--- src/hw/rtl/crcfd_pkg.sv ---
// ----------------------------------------------------------------------------
// crcfd_pkg: shared types and constants of the CRC-32 frame deframer
// Parser phases, the operation codes that the parser queues for the checker,
// the status codes, and the bytewise reflected CRC-32 update.
// ----------------------------------------------------------------------------
`default_nettype none

package crcfd_pkg;

  // Frame markers and CRC constants.
  localparam logic [7:0]  HDR_FIRST  = 8'h55;
  localparam logic [7:0]  HDR_SECOND = 8'hAA;
  localparam logic [7:0]  FTR_FIRST  = 8'hAA;
  localparam logic [7:0]  FTR_SECOND = 8'h55;
  localparam logic [31:0] CRC_POLY   = 32'hEDB8_8320;
  localparam logic [31:0] CRC_ONES   = 32'hFFFF_FFFF;

  // Depth of the operation queue between parser and checker.
  localparam int FIFO_DEPTH = 4;
  localparam int FIFO_AW    = $clog2(FIFO_DEPTH);

  // Parser phases.
  typedef enum logic [2:0] {
    PH_HUNT   = 3'd0,
    PH_LEN_LO = 3'd1,
    PH_LEN_HI = 3'd2,
    PH_DATA   = 3'd3,
    PH_CRC    = 3'd4,
    PH_FTR_A  = 3'd5,
    PH_FTR_B  = 3'd6
  } phase_t;

  // Operations handed from the parser to the checker.
  typedef enum logic [1:0] {
    OP_START = 2'd0,
    OP_DATA  = 2'd1,
    OP_CRC   = 2'd2,
    OP_END   = 2'd3
  } op_code_t;

  // Frame status codes.
  typedef enum logic [1:0] {
    ST_GOOD       = 2'd0,
    ST_CRC_BAD    = 2'd1,
    ST_FOOTER_BAD = 2'd2
  } frame_status_t;

  // One queued operation.
  typedef struct packed {
    op_code_t   code;
    logic [7:0] data;    // payload or CRC byte
    logic [1:0] idx;     // byte position within the received CRC
    logic       ftr_ok;  // both footer bytes matched (end operation only)
  } op_t;

  // One result held in the output register.
  typedef struct packed {
    logic [7:0] payload_byte;
    logic       is_status;
    logic [1:0] frame_status;
  } result_t;

  // Reflected CRC-32 update over one byte, unrolled over its eight bits.
  function automatic logic [31:0] crc_byte(input logic [31:0] crc_in, input logic [7:0] b);
    logic [31:0] c;
    c = crc_in ^ {24'h0, b};
    for (int k = 0; k < 8; k++) begin
      c = c[0] ? ((c >> 1) ^ CRC_POLY) : (c >> 1);
    end
    return c;
  endfunction

endpackage

`default_nettype wire

--- src/hw/rtl/crcfd_if.sv ---
// ----------------------------------------------------------------------------
// crcfd_if: stream channels of the deframer
// Valid/ready channels for received bytes and for deframed results.
// ----------------------------------------------------------------------------
`default_nettype none

// Received byte channel.
interface crcfd_in_if;
  logic       valid;
  logic       ready;
  logic [7:0] rx_byte;

  modport source (output valid, output rx_byte, input ready);
  modport sink   (input valid, input rx_byte, output ready);
endinterface

// Result channel: payload bytes and frame status items.
interface crcfd_out_if;
  logic       valid;
  logic       ready;
  logic [7:0] payload_byte;
  logic       is_status;
  logic [1:0] frame_status;

  modport source (output valid, output payload_byte, output is_status,
                  output frame_status, input ready);
  modport sink   (input valid, input payload_byte, input is_status,
                  input frame_status, output ready);
endinterface

`default_nettype wire

--- src/hw/rtl/crc32_frame_deframer_core.sv ---
// Path: a byte transfer writes its operation into the queue; the checker loads the
// output register when it pops that operation, which stays queued while the output
// register is full and not being drained.
// Throughput: one received byte per cycle while the queue has room; CRC is bytewise.
// Reset (rst_n low, synchronous): parser returns to header hunt, queue and
// output register empty, CRC register all ones.
// ----------------------------------------------------------------------------
// crc32_frame_deframer_core: length-prefixed frame deframer with CRC-32
// Parser front end, operation queue, and CRC checker back end.
// ----------------------------------------------------------------------------
`default_nettype none

module crc32_frame_deframer_core (
  input  wire logic     clk,
  input  wire logic     rst_n,
  crcfd_in_if.sink      in_ch,
  crcfd_out_if.source   out_ch
);
  import crcfd_pkg::*;

  logic q_push;
  op_t  q_push_op;
  logic q_full;
  logic q_pop;
  logic q_head_valid;
  op_t  q_head_op;

  // Front end: header hunt and field tracking.
  crcfd_parser u_parser (
    .clk    (clk),
    .rst_n  (rst_n),
    .in_ch  (in_ch),
    .q_full (q_full),
    .q_push (q_push),
    .q_op   (q_push_op)
  );

  // Queue between front and back.
  crcfd_fifo u_fifo (
    .clk        (clk),
    .rst_n      (rst_n),
    .push       (q_push),
    .push_op    (q_push_op),
    .full       (q_full),
    .pop        (q_pop),
    .head_valid (q_head_valid),
    .head_op    (q_head_op)
  );

  // Back end: CRC, verdict and result register.
  crcfd_checker u_checker (
    .clk      (clk),
    .rst_n    (rst_n),
    .op_valid (q_head_valid),
    .op       (q_head_op),
    .op_pop   (q_pop),
    .out_ch   (out_ch)
  );

endmodule

`default_nettype wire

--- src/hw/rtl/crcfd_parser.sv ---
// ----------------------------------------------------------------------------
// crcfd_parser: front end of the deframer
// Hunts for the header, tracks length and field position, and queues one
// operation for each byte that the checker has to act on.
// ----------------------------------------------------------------------------
`default_nettype none

module crcfd_parser (
  input  wire logic            clk,
  input  wire logic            rst_n,
  crcfd_in_if.sink             in_ch,
  input  wire logic            q_full,
  output logic                 q_push,
  output crcfd_pkg::op_t       q_op
);
  import crcfd_pkg::*;

  phase_t      phase_r, phase_nxt;
  logic [7:0]  prev_r, prev_nxt;
  logic [15:0] len_r, len_nxt;
  logic [15:0] cnt_r, cnt_nxt;
  logic        ftr_ok_r, ftr_ok_nxt;
  logic        accept;
  logic        push_req;
  logic [15:0] cnt_inc;
  logic [15:0] len_full;
  logic [7:0]  b;

  // A byte is taken whenever the queue has room.
  assign in_ch.ready = ~q_full;
  assign accept      = in_ch.valid & ~q_full;
  assign b           = in_ch.rx_byte;
  assign cnt_inc     = cnt_r + 16'd1;
  assign len_full    = {b, len_r[7:0]};
  assign q_push      = accept & push_req;

  // Phase and field registers.
  always_ff @(posedge clk) begin
    if (!rst_n) begin
      phase_r  <= PH_HUNT;
      prev_r   <= 8'h00;
      len_r    <= 16'h0000;
      cnt_r    <= 16'h0000;
      ftr_ok_r <= 1'b0;
    end else if (accept) begin
      phase_r  <= phase_nxt;
      prev_r   <= prev_nxt;
      len_r    <= len_nxt;
      cnt_r    <= cnt_nxt;
      ftr_ok_r <= ftr_ok_nxt;
    end
  end

  // Next phase and the operation queued for this byte.
  always_comb begin
    phase_nxt   = phase_r;
    prev_nxt    = prev_r;
    len_nxt     = len_r;
    cnt_nxt     = cnt_r;
    ftr_ok_nxt  = ftr_ok_r;
    push_req    = 1'b0;
    q_op.code   = OP_START;
    q_op.data   = b;
    q_op.idx    = cnt_r[1:0];
    q_op.ftr_ok = 1'b0;
    case (phase_r)
      PH_LEN_LO: begin
        len_nxt   = {8'h00, b};
        phase_nxt = PH_LEN_HI;
      end
      PH_LEN_HI: begin
        len_nxt   = len_full;
        cnt_nxt   = 16'h0000;
        phase_nxt = (len_full == 16'h0000) ? PH_CRC : PH_DATA;
      end
      PH_DATA: begin
        push_req  = 1'b1;
        q_op.code = OP_DATA;
        if (cnt_inc == len_r) begin
          cnt_nxt   = 16'h0000;
          phase_nxt = PH_CRC;
        end else begin
          cnt_nxt = cnt_inc;
        end
      end
      PH_CRC: begin
        push_req  = 1'b1;
        q_op.code = OP_CRC;
        if (cnt_r[1:0] == 2'd3) begin
          cnt_nxt   = 16'h0000;
          phase_nxt = PH_FTR_A;
        end else begin
          cnt_nxt = cnt_inc;
        end
      end
      PH_FTR_A: begin
        ftr_ok_nxt = (b == FTR_FIRST);
        phase_nxt  = PH_FTR_B;
      end
      PH_FTR_B: begin
        push_req    = 1'b1;
        q_op.code   = OP_END;
        q_op.ftr_ok = ftr_ok_r & (b == FTR_SECOND);
        phase_nxt   = PH_HUNT;
        prev_nxt    = 8'h00;
        ftr_ok_nxt  = 1'b0;
      end
      default: begin
        // Hunting; unused phase codes behave the same way.
        if (prev_r == HDR_FIRST && b == HDR_SECOND) begin
          push_req   = 1'b1;
          q_op.code  = OP_START;
          phase_nxt  = PH_LEN_LO;
          prev_nxt   = 8'h00;
          len_nxt    = 16'h0000;
          cnt_nxt    = 16'h0000;
          ftr_ok_nxt = 1'b0;
        end else begin
          phase_nxt = PH_HUNT;
          prev_nxt  = b;
        end
      end
    endcase
  end

endmodule

`default_nettype wire

--- src/hw/rtl/crcfd_fifo.sv ---
// ----------------------------------------------------------------------------
// crcfd_fifo: operation queue between parser and checker
// A short first-in first-out queue that lets either side stall on its own.
// ----------------------------------------------------------------------------
`default_nettype none

module crcfd_fifo (
  input  wire logic            clk,
  input  wire logic            rst_n,
  input  wire logic            push,
  input  crcfd_pkg::op_t       push_op,
  output logic                 full,
  input  wire logic            pop,
  output logic                 head_valid,
  output crcfd_pkg::op_t       head_op
);
  import crcfd_pkg::*;

  op_t                slot_r [FIFO_DEPTH];
  logic [FIFO_AW-1:0] wr_ptr_r;
  logic [FIFO_AW-1:0] rd_ptr_r;
  logic [FIFO_AW:0]   count_r;
  logic               do_push;
  logic               do_pop;

  assign full       = (count_r == (FIFO_AW + 1)'(FIFO_DEPTH));
  assign head_valid = (count_r != '0);
  assign head_op    = slot_r[rd_ptr_r];
  assign do_push    = push & ~full;
  assign do_pop     = pop & head_valid;

  // Entry storage.
  always_ff @(posedge clk) begin
    if (do_push) begin
      slot_r[wr_ptr_r] <= push_op;
    end
  end

  // Pointers and fill count.
  always_ff @(posedge clk) begin
    if (!rst_n) begin
      wr_ptr_r <= '0;
      rd_ptr_r <= '0;
      count_r  <= '0;
    end else begin
      if (do_push) begin
        wr_ptr_r <= wr_ptr_r + 1'b1;
      end
      if (do_pop) begin
        rd_ptr_r <= rd_ptr_r + 1'b1;
      end
      if (do_push && !do_pop) begin
        count_r <= count_r + 1'b1;
      end else if (!do_push && do_pop) begin
        count_r <= count_r - 1'b1;
      end
    end
  end

endmodule

`default_nettype wire

--- src/hw/rtl/crcfd_checker.sv ---
// ----------------------------------------------------------------------------
// crcfd_checker: back end of the deframer
// Runs the CRC over payload bytes, gathers the received CRC, judges the frame
// and drives the result channel from an output register.
// ----------------------------------------------------------------------------
`default_nettype none

module crcfd_checker (
  input  wire logic            clk,
  input  wire logic            rst_n,
  input  wire logic            op_valid,
  input  crcfd_pkg::op_t       op,
  output logic                 op_pop,
  crcfd_out_if.source          out_ch
);
  import crcfd_pkg::*;

  logic [31:0]   crc_r, crc_nxt;
  logic [31:0]   rcv_r, rcv_nxt;
  result_t       res_r, res_nxt;
  logic          res_valid_r;
  logic          emits;
  logic          out_free;
  frame_status_t status;

  assign emits    = (op.code == OP_DATA) || (op.code == OP_END);
  assign out_free = ~res_valid_r | out_ch.ready;
  assign op_pop   = op_valid & (~emits | out_free);

  // Result channel drive.
  assign out_ch.valid        = res_valid_r;
  assign out_ch.payload_byte = res_r.payload_byte;
  assign out_ch.is_status    = res_r.is_status;
  assign out_ch.frame_status = res_r.frame_status;

  // Frame verdict; a bad footer outranks a CRC mismatch.
  always_comb begin
    if (!op.ftr_ok) begin
      status = ST_FOOTER_BAD;
    end else if ((crc_r ^ CRC_ONES) != rcv_r) begin
      status = ST_CRC_BAD;
    end else begin
      status = ST_GOOD;
    end
  end

  // Work for the operation at the head of the queue.
  always_comb begin
    crc_nxt = crc_r;
    rcv_nxt = rcv_r;
    res_nxt = '{payload_byte: 8'h00, is_status: 1'b0, frame_status: ST_GOOD};
    case (op.code)
      OP_START: begin
        crc_nxt = CRC_ONES;
        rcv_nxt = 32'h0000_0000;
      end
      OP_DATA: begin
        crc_nxt              = crc_byte(crc_r, op.data);
        res_nxt.payload_byte = op.data;
      end
      OP_CRC: begin
        rcv_nxt = rcv_r | ({24'h0, op.data} << {op.idx, 3'b000});
      end
      OP_END: begin
        res_nxt.is_status    = 1'b1;
        res_nxt.frame_status = status;
      end
      default: begin
        crc_nxt = crc_r;
      end
    endcase
  end

  // CRC state.
  always_ff @(posedge clk) begin
    if (!rst_n) begin
      crc_r <= CRC_ONES;
      rcv_r <= 32'h0000_0000;
    end else if (op_pop) begin
      crc_r <= crc_nxt;
      rcv_r <= rcv_nxt;
    end
  end

  // Output register; it refills in the same cycle that a transfer drains it.
  always_ff @(posedge clk) begin
    if (!rst_n) begin
      res_valid_r <= 1'b0;
    end else if (op_pop && emits) begin
      res_valid_r <= 1'b1;
    end else if (out_ch.ready) begin
      res_valid_r <= 1'b0;
    end
  end

  always_ff @(posedge clk) begin
    if (op_pop && emits) begin
      res_r <= res_nxt;
    end
  end

endmodule

`default_nettype wire
--- src/flat_wrapper.sv ---
// flat-port wrapper written by rule: the top's interface ports become plain ports
module crc32_frame_deframer_core_flat import crcfd_pkg::*;
  (clk, rst_n, in_ch_valid, in_ch_rx_byte, in_ch_ready, out_ch_valid, out_ch_payload_byte, out_ch_is_status, out_ch_frame_status, out_ch_ready);
  crcfd_in_if in_ch_i ();
  crcfd_out_if out_ch_i ();
  input  wire logic clk;
  input  wire logic rst_n;
  input wire logic [$bits(in_ch_i.valid)-1:0] in_ch_valid;
  input wire logic [$bits(in_ch_i.rx_byte)-1:0] in_ch_rx_byte;
  output wire logic [$bits(in_ch_i.ready)-1:0] in_ch_ready;
  output wire logic [$bits(out_ch_i.valid)-1:0] out_ch_valid;
  output wire logic [$bits(out_ch_i.payload_byte)-1:0] out_ch_payload_byte;
  output wire logic [$bits(out_ch_i.is_status)-1:0] out_ch_is_status;
  output wire logic [$bits(out_ch_i.frame_status)-1:0] out_ch_frame_status;
  input wire logic [$bits(out_ch_i.ready)-1:0] out_ch_ready;
  assign in_ch_i.valid = in_ch_valid;
  assign in_ch_i.rx_byte = in_ch_rx_byte;
  assign in_ch_ready = in_ch_i.ready;
  assign out_ch_valid = out_ch_i.valid;
  assign out_ch_payload_byte = out_ch_i.payload_byte;
  assign out_ch_is_status = out_ch_i.is_status;
  assign out_ch_frame_status = out_ch_i.frame_status;
  assign out_ch_i.ready = out_ch_ready;
  crc32_frame_deframer_core u_core (.clk(clk), .rst_n(rst_n), .in_ch(in_ch_i), .out_ch(out_ch_i));
endmodule
--- config.mk ---
export PLATFORM = sky130hd
export DESIGN_NAME = crc32_frame_deframer_core_flat
export DESIGN_NICKNAME = d
export VERILOG_FILES = /design/src/hw/rtl/crcfd_pkg.sv /design/src/hw/rtl/crcfd_if.sv /design/src/hw/rtl/crc32_frame_deframer_core.sv /design/src/hw/rtl/crcfd_parser.sv /design/src/hw/rtl/crcfd_fifo.sv /design/src/hw/rtl/crcfd_checker.sv /design/src/flat_wrapper.sv
export SDC_FILE = /design/constraint.sdc
export NUM_CORES = 1
export LEC_CHECK = 0
export ABC_CLOCK_PERIOD_IN_PS = 4660
export BUFFER_PORTS_ARGS = -buffer_cell sky130_fd_sc_hd__buf_2
export CAP_MARGIN = 20
export CORE_MARGIN = 4
export CORE_UTILIZATION = 45
export DETAILED_ROUTE_END_ITERATION = 6
export PLACE_DENSITY = 0.67
export REMOVE_ABC_BUFFERS = 1
export SLEW_MARGIN = 40
export SYNTH_ARGS = -nofsm -noshare
export SYNTH_HDL_FRONTEND = slang
export SYNTH_SLANG_ARGS = --single-unit
--- constraint.sdc ---
create_clock -name clk -period 4.66 [get_ports clk]
set_clock_uncertainty 0.1 [all_clocks]
set_input_delay 0.233 -clock clk [delete_from_list [all_inputs] [get_ports clk]]
set_output_delay 0.233 -clock clk [all_outputs]
set_load 0.01 [all_outputs]
# Word-level counts from Yosys, hierarchy flattened
# Memory sizes are Yosys's and may differ from the RTL's. A register that Yosys moved wholly into a read port is not among the register bits.
# Index checks and enable logic that the tools add are counted.
op_classes:
  addsub: 5
  n_eq_ne: 18
  shifts: 1
  muxes: 39
  bitwise_logic: 27
  n_reduce_logical: 33
ops:
  columns: ["operator", "count"]
  rows:
  - ["32-bit 2-to-1 mux", 8]
  - ["32-bit one-hot mux with 2 select lines", 2]
  - ["13-bit inverter with 14-bit output", 8]
  - ["16-bit one-hot mux with 4 select lines", 1]
  - ["16-bit 2-to-1 mux", 3]
  - ["16-bit one-hot mux with 3 select lines", 1]
  - ["32-bit inequality test", 1]
  - ["32-bit inverter", 1]
  - ["32-bit bitwise OR", 1]
  - ["8-bit by 5-bit << shifter with 32-bit output", 1]
  - ["32-bit by 8-bit XOR with 32-bit output", 1]
  - ["3-bit 2-to-1 mux", 6]
  - ["3-bit one-hot mux with 6 select lines", 1]
  - ["16-bit by 1-bit adder with 16-bit output, second input constant", 1]
  - ["16-bit equality test", 1]
  - ["8-bit by 7-bit equality test with 1-bit output, second input constant", 2]
  - ["16-bit logical NOT", 1]
  - ["8-bit one-hot mux with 2 select lines", 1]
  - ["3-bit equality test, second input constant", 4]
  - ["3-bit AND reduction", 4]
  - ["2-bit nonzero test", 5]
  - ["1-bit 2-to-1 mux", 9]
  - ["3-bit nonzero test", 3]
  - ["3-bit OR reduction", 3]
  - ["other kinds (26)", 54]
word_totals:
  ff_bits: 127
  mem_bits_rw: 52
  input_bits: 12
  output_inout_bits: 13
  word_cells: 140
  memories: 1
mem_list:
  columns: ["memory", "depth", "word_bits", "rd", "rd_ports_with_merged_regs", "write_ports", "line_no", "source"]
  rows:
  - ["u_core.u_fifo.slot_r", 4, 13, 1, 1, 1, "crcfd_fifo.sv:19", "op_t slot_r [FIFO_DEPTH];"]

# Logic depth before layout (Yosys ltp)
depth:
  depth_word: 18
  depth_mapped: 13
  mapped_depth_nobuf: 11

# Cells and area by module
# From an unflattened synthesis, not the netlist that was laid out.
hier_totals:
  hier_cells: 830
  area_unflattened_um2: 8883.5
modules_own_cells:
  columns: ["module", "instances", "cells_each", "area_per_inst_um2", "seq_area_each_um2"]
  rows:
  - ["crcfd_checker", 1, 365, 3796.1, 1631.6]
  - ["crcfd_parser", 1, 350, 2725.1, 880.8]
  - ["crcfd_fifo", 1, 115, 2362.3, 1741.7]

# Worst setup path before layout
# Ideal clock, no wire load.
synth_path:
  path_type: "input to register"
  start: "in in_ch_rx_byte[6]"
  end: "reg u_core.u_fifo.count_r[2]"
  setup_time_ps: 76
  arrival_time_ps: 2740
  path_slack_ps: 1744
  cell_stages: 11
  n_path_buf: 0
  path_cell_list: "nor4_1 nand4_1 o21ai_0 nand2_1 a21oi_1 ha_1 inv_1 fa_1 xor2_1 or3_1 a21boi_0"
synth_via:
  elab_chain_cells: 9
synth_rtl:
  columns: ["element", "line_no", "source"]
  rows:
  - ["start: declaration", "flat_wrapper.sv:9", "input wire logic [$bits(in_ch_i.rx_byte)-1:0] in_ch_rx_byte;"]
  - ["8-bit equality test (*)", "crcfd_parser.sv:110", "if (prev_r == HDR_FIRST && b == HDR_SECOND) begin"]
  - ["1-bit logical AND (*)", "crcfd_parser.sv:110", null]
  - ["1-bit 2-to-1 mux (*)", "crcfd_parser.sv:110", null]
  - ["1-bit one-hot mux with 2 select lines (*)", "crcfd_parser.sv:66", "case (phase_r)"]
  - ["1-bit AND (*)", "crcfd_parser.sv:35", "assign q_push = accept & push_req;"]
  - ["1-bit AND (*)", "crcfd_fifo.sv:29", "assign do_push = push & ~full;"]
  - ["named net u_core.u_fifo.do_push", "crcfd_fifo.sv:23", "logic do_push;"]
  - ["1-bit logical NOT", "crcfd_fifo.sv:54", "end else if (!do_push && do_pop) begin"]
  - ["1-bit logical AND", "crcfd_fifo.sv:54", null]
  - ["2-bit nonzero test (no source line)", null, null]
  - ["end signal: assignment", "crcfd_fifo.sv:53", "count_r <= count_r + 1'b1;"]
  - ["end signal: assignment", "crcfd_fifo.sv:55", "count_r <= count_r - 1'b1;"]
  - ["end: declaration", "crcfd_fifo.sv:22", "logic [FIFO_AW:0] count_r;"]
# Mark *: on every way through the listed nets, which the timed path passes. The rest lies on a longest branch.
# A chain may end at the register's enable or synchronous reset.

# Final worst setup path
# Ends and elaborated chain as after synthesis.

==> reports/metrics.cfg <==
[status]
status = completed

[setup_path]
required_ps = 4920
crit_arrival_ps = 3900
critPathLaunchType = input port
cp_max_fo = 9
critical_path_class = input port to register
cp-end-kind = register

[timing]
fmax_mhz = 275
post-route-period-util_pct = 78.2
finalHoldViolations = 0
fin_setup_tns_ps = 0
min_period_ps = 3640
relSlewSlack_pct = 49.9
rsz0062_at_grt = false
setup_violations = 0
tightest_slew_ps = 745
maxSlewViolCount = 0

[global_route]
antenna_found_initial = 0
grtUsageTotal_pct = 19.2
grt_max_degree = 65
grt_pass1_wl_mm = 33.2
first_global_vias = 6137
overflow = 0

[pwr]
p_seq_share_pct = 34.3
power_density_nw_per_um2 = 567
peakVddDrop_v = 0.000286
pwr-share-comb_pct = 40.7
swShare_pct = 35.6
leakage_uw = 0.00340
net-switching-power_uw = 1990
total_power_uw = 5610
p_clk_share_pct = 25.0
intPower_uw = 3610

[logic_synthesis]
seq_area_frac_synth_pct = 47.7
synthFlopType = dfxtp_1
synth_seq_cells = 181
syn_area_per_cell_um2 = 10.4
ys_types = 62
synthesis.area_um2 = 8910
synth_async_sr_flop_share_pct = 0
synth_cells = 853
synth_edf_count = 63
synth_warnings = 0

[drt]
drt_iter0_markers = 537
routed_wl_mm = 20.4
vias = 6362
postRouteAntennaNets = 0
drcViolationCount = 0
wire_per_inst_um = 17.8
vias_per_cell = 5.56
drtPass1Iterations = 5

[layout]
stdcell_count = 1145
antenna_cells = 0
nets = 887
area_growth_pct = 11.0
nFillCells = 1698
drive_gt1_share_pct = 11.3

[place]
io_buffers = 24
dp_hpwl_mm = 14.3
place_inst = 1111
routabilityCongestion = 0.924

[floorplanning]
placementRows = 51
coreArea_um2 = 19500
ioPinCount = 25
die_x_um = 149
start_util_pct = 45.8
fp.dieH_um = 149
dieArea_um2 = 22100

[clocking]
htreeDepth = 4
clkTransAtPathRegs_ps = 70
cts_root_buf = clkbuf_16
cts_setup_buffers = 0
cts_resized = 0
max-clock-path-buffers = 2
clkSinkCount = 181
cts_buffers = 17
insertion_delay_ps = 430
cts_tree = built

[hold_path]
hp-class = input port to register

[flow_run]
drv_cap = 0

[metrics by stage]
step | utilization, % | hold slack, ps | setup slack (ps) | area (um^2)
floorplan | - | 195 | 1390 | 8740
CTS | 50.8 | 0.252 | 1060 | 9890
global placement | 47.7 | 367 | 1240 | 9280
global route | 50.8 | 6.75 | 719 | 9890
finish | 50.8 | 18.5 | 1020 | 9890
detailed placement | 47.8 | 379 | 1150 | 9300
[path summary, 6_finish.rpt]
kind	slack, ps	depth (start not counted)	start	endpoint
hold / removal	20	1	in_ch_rx_byte[4]	u_core.u_fifo.slot_r[2][7]$_DFFE_PP_
hold reg to reg	390	2	u_core.u_checker.rcv_r[31]$_SDFFE_PN0P_	u_core.u_checker.rcv_r[31]$_SDFFE_PN0P_
setup / recovery	1020	13	in_ch_rx_byte[6]	u_core.u_fifo.count_r[2]$_SDFFE_PN0P_
setup reg to reg	1280	9	u_core.u_parser.cnt_r[0]$_SDFFE_PN0P_	u_core.u_parser.cnt_r[15]$_SDFFE_PN0P_
[cell usage in the layout (no fill, tap or decap), drive strengths merged, types with 7 or more instances in the layout]
master / Yosys / final
xnor2: 77 / 77
nand2b: 10 / 10
inv: 11 / 15
edfxtp: 63 / 63
nor3: 12 / 12
and2: 25 / 25
nand4: 24 / 24
and4: 7 / 7
nor3b: 7 / 7
nor2b: 16 / 16
nand3: 29 / 29
o22ai: 18 / 18
and3: 9 / 9
nor4: 8 / 8
a22oi: 9 / 9
mux4: 13 / 13
clkbuf: 33 / 22
nand2: 69 / 69
nor2: 67 / 67
buf: 8 / 34
o21ai: 22 / 22
ha: 7 / 7
a21boi: 21 / 21
a21oi: 65 / 65
xor2: 54 / 54
dfxtp: 118 / 118
[routing by layer]
layer	share of wire [%]	up-vias	track usage (%)	wire length (um)
li1	-	3096	-	-
met1	46	3072	26.0	9400
met2	47	169	31.1	9660
met3	4.6	25	3.87	939
met4	1.9	0	5.96	391
met5	0	-	0	0
[cell families (layout without fill, tap and decap cells)]
kind of cell | Yosys count | count (layout) | share of synthesized area [%]
buffers and inverters | 52 | 79 | 2.36
AOI/OAI and AO/OA | 172 | 172 | 12.7
muxes | 18 | 18 | 4.06
DFF | 181 | 181 | 47.7
adders and majority gates | 8 | 8 | 1.21
xor gates and xnor gates | 131 | 131 | 15.4
and+or+nand+nor | 291 | 291 | 16.6
[layout make-up]
class	instances	area [um^2]	area share, %
multi-input cells	620	4480	45.3
flip-flops and latches	181	4250	43.0
clock buffers	22	475	4.81
well taps	265	332	3.35
repair buffers	36	215	2.18
clock inverters	10	96.3	0.974
inverters	11	41.3	0.418
[cells in the mapped netlist, types with 3 or more instances]
library cell / instances / area, um^2
nand2b_1: 10 / 62.6
nand2_1: 69 / 259
and2_1: 25 / 156
and3_1: 9 / 56.3
o221ai_1: 4 / 35.0
nor2b_1: 16 / 100
ha_1: 7 / 87.6
a21boi_1: 3 / 22.5
o21ai_0: 12 / 60.1
nor3b_1: 7 / 52.6
nor3_1: 12 / 60.1
nand3_1: 29 / 145
o21ai_1: 9 / 45.0
o22ai_1: 18 / 113
clkbuf_1: 33 / 124
xnor2_1: 63 / 552
nor4_1: 7 / 43.8
mux4_1: 5 / 131
nor2_1: 67 / 251
o22a_1: 5 / 43.8
nand4_1: 24 / 150
xnor2_4: 9 / 248
a221o_1: 3 / 30.0
edfxtp_1: 63 / 1890
buf_2: 6 / 30.0
xnor2_2: 5 / 81.3
mux4_2: 8 / 180
mux2i_1: 5 / 50.1
xor2_1: 52 / 455
and4_1: 7 / 61.3
a22oi_1: 9 / 67.6
a21o_1: 6 / 45.0
o21a_1: 3 / 22.5
a21boi_0: 18 / 135
inv_1: 11 / 41.3
a21oi_1: 65 / 325
dfxtp_1: 118 / 2360
[registers in the layout, indices dropped and copies added, names as in the netlist, named ones only]
name and flops:
u_core.u_checker.out_ch.frame_status 2, u_core.u_checker.out_ch.is_status 1, u_core.u_checker.rcv_r 32, u_core.u_parser.ftr_ok_r 1, u_core.u_checker.crc_r 32, u_core.u_fifo.slot_r 52, u_core.u_fifo.count_r 3, u_core.u_checker.out_ch.payload_byte 8
u_core.u_fifo.rd_ptr_r 2, u_core.u_parser.phase_r 3, u_core.u_parser.len_r 16, u_core.u_parser.prev_r 8, u_core.u_checker.out_ch.valid 1, u_core.u_fifo.wr_ptr_r 2, u_core.u_parser.cnt_r 16
[what timing repair did]
| action | in CTS | in global routing |
|---|---|---|
| hold endpoints to repair | 8 | 0 |
| setup endpoints to repair | 0 | 0 |
| hold buffers | 2 | 0 |
[critical path, cell delays in order]
cell and delay (ps):
dlygate4sd3_1 540, buf_2 170, nor4_1 580, nand4_1 260, o21ai_0 220, nand2_1 70
a21oi_1 420, ha_1 270, inv_1 70, fa_1 430, xor2_1 170, or3_1 300
a21boi_0 150
[power by group through the flow]
stage | logic [uW] | clock network (uW) | registers, uW
finish | 2280 | 1400 | 1920
global route | 2490 | 1500 | 1940
CTS | 2300 | 1430 | 1920
detailed placement | 2280 | 0 | 1960
global placement | 2250 | 0 | 1960
floorplan | 1730 | 0 | 1970
No activity file was read; power rests on OpenSTA's default activity.
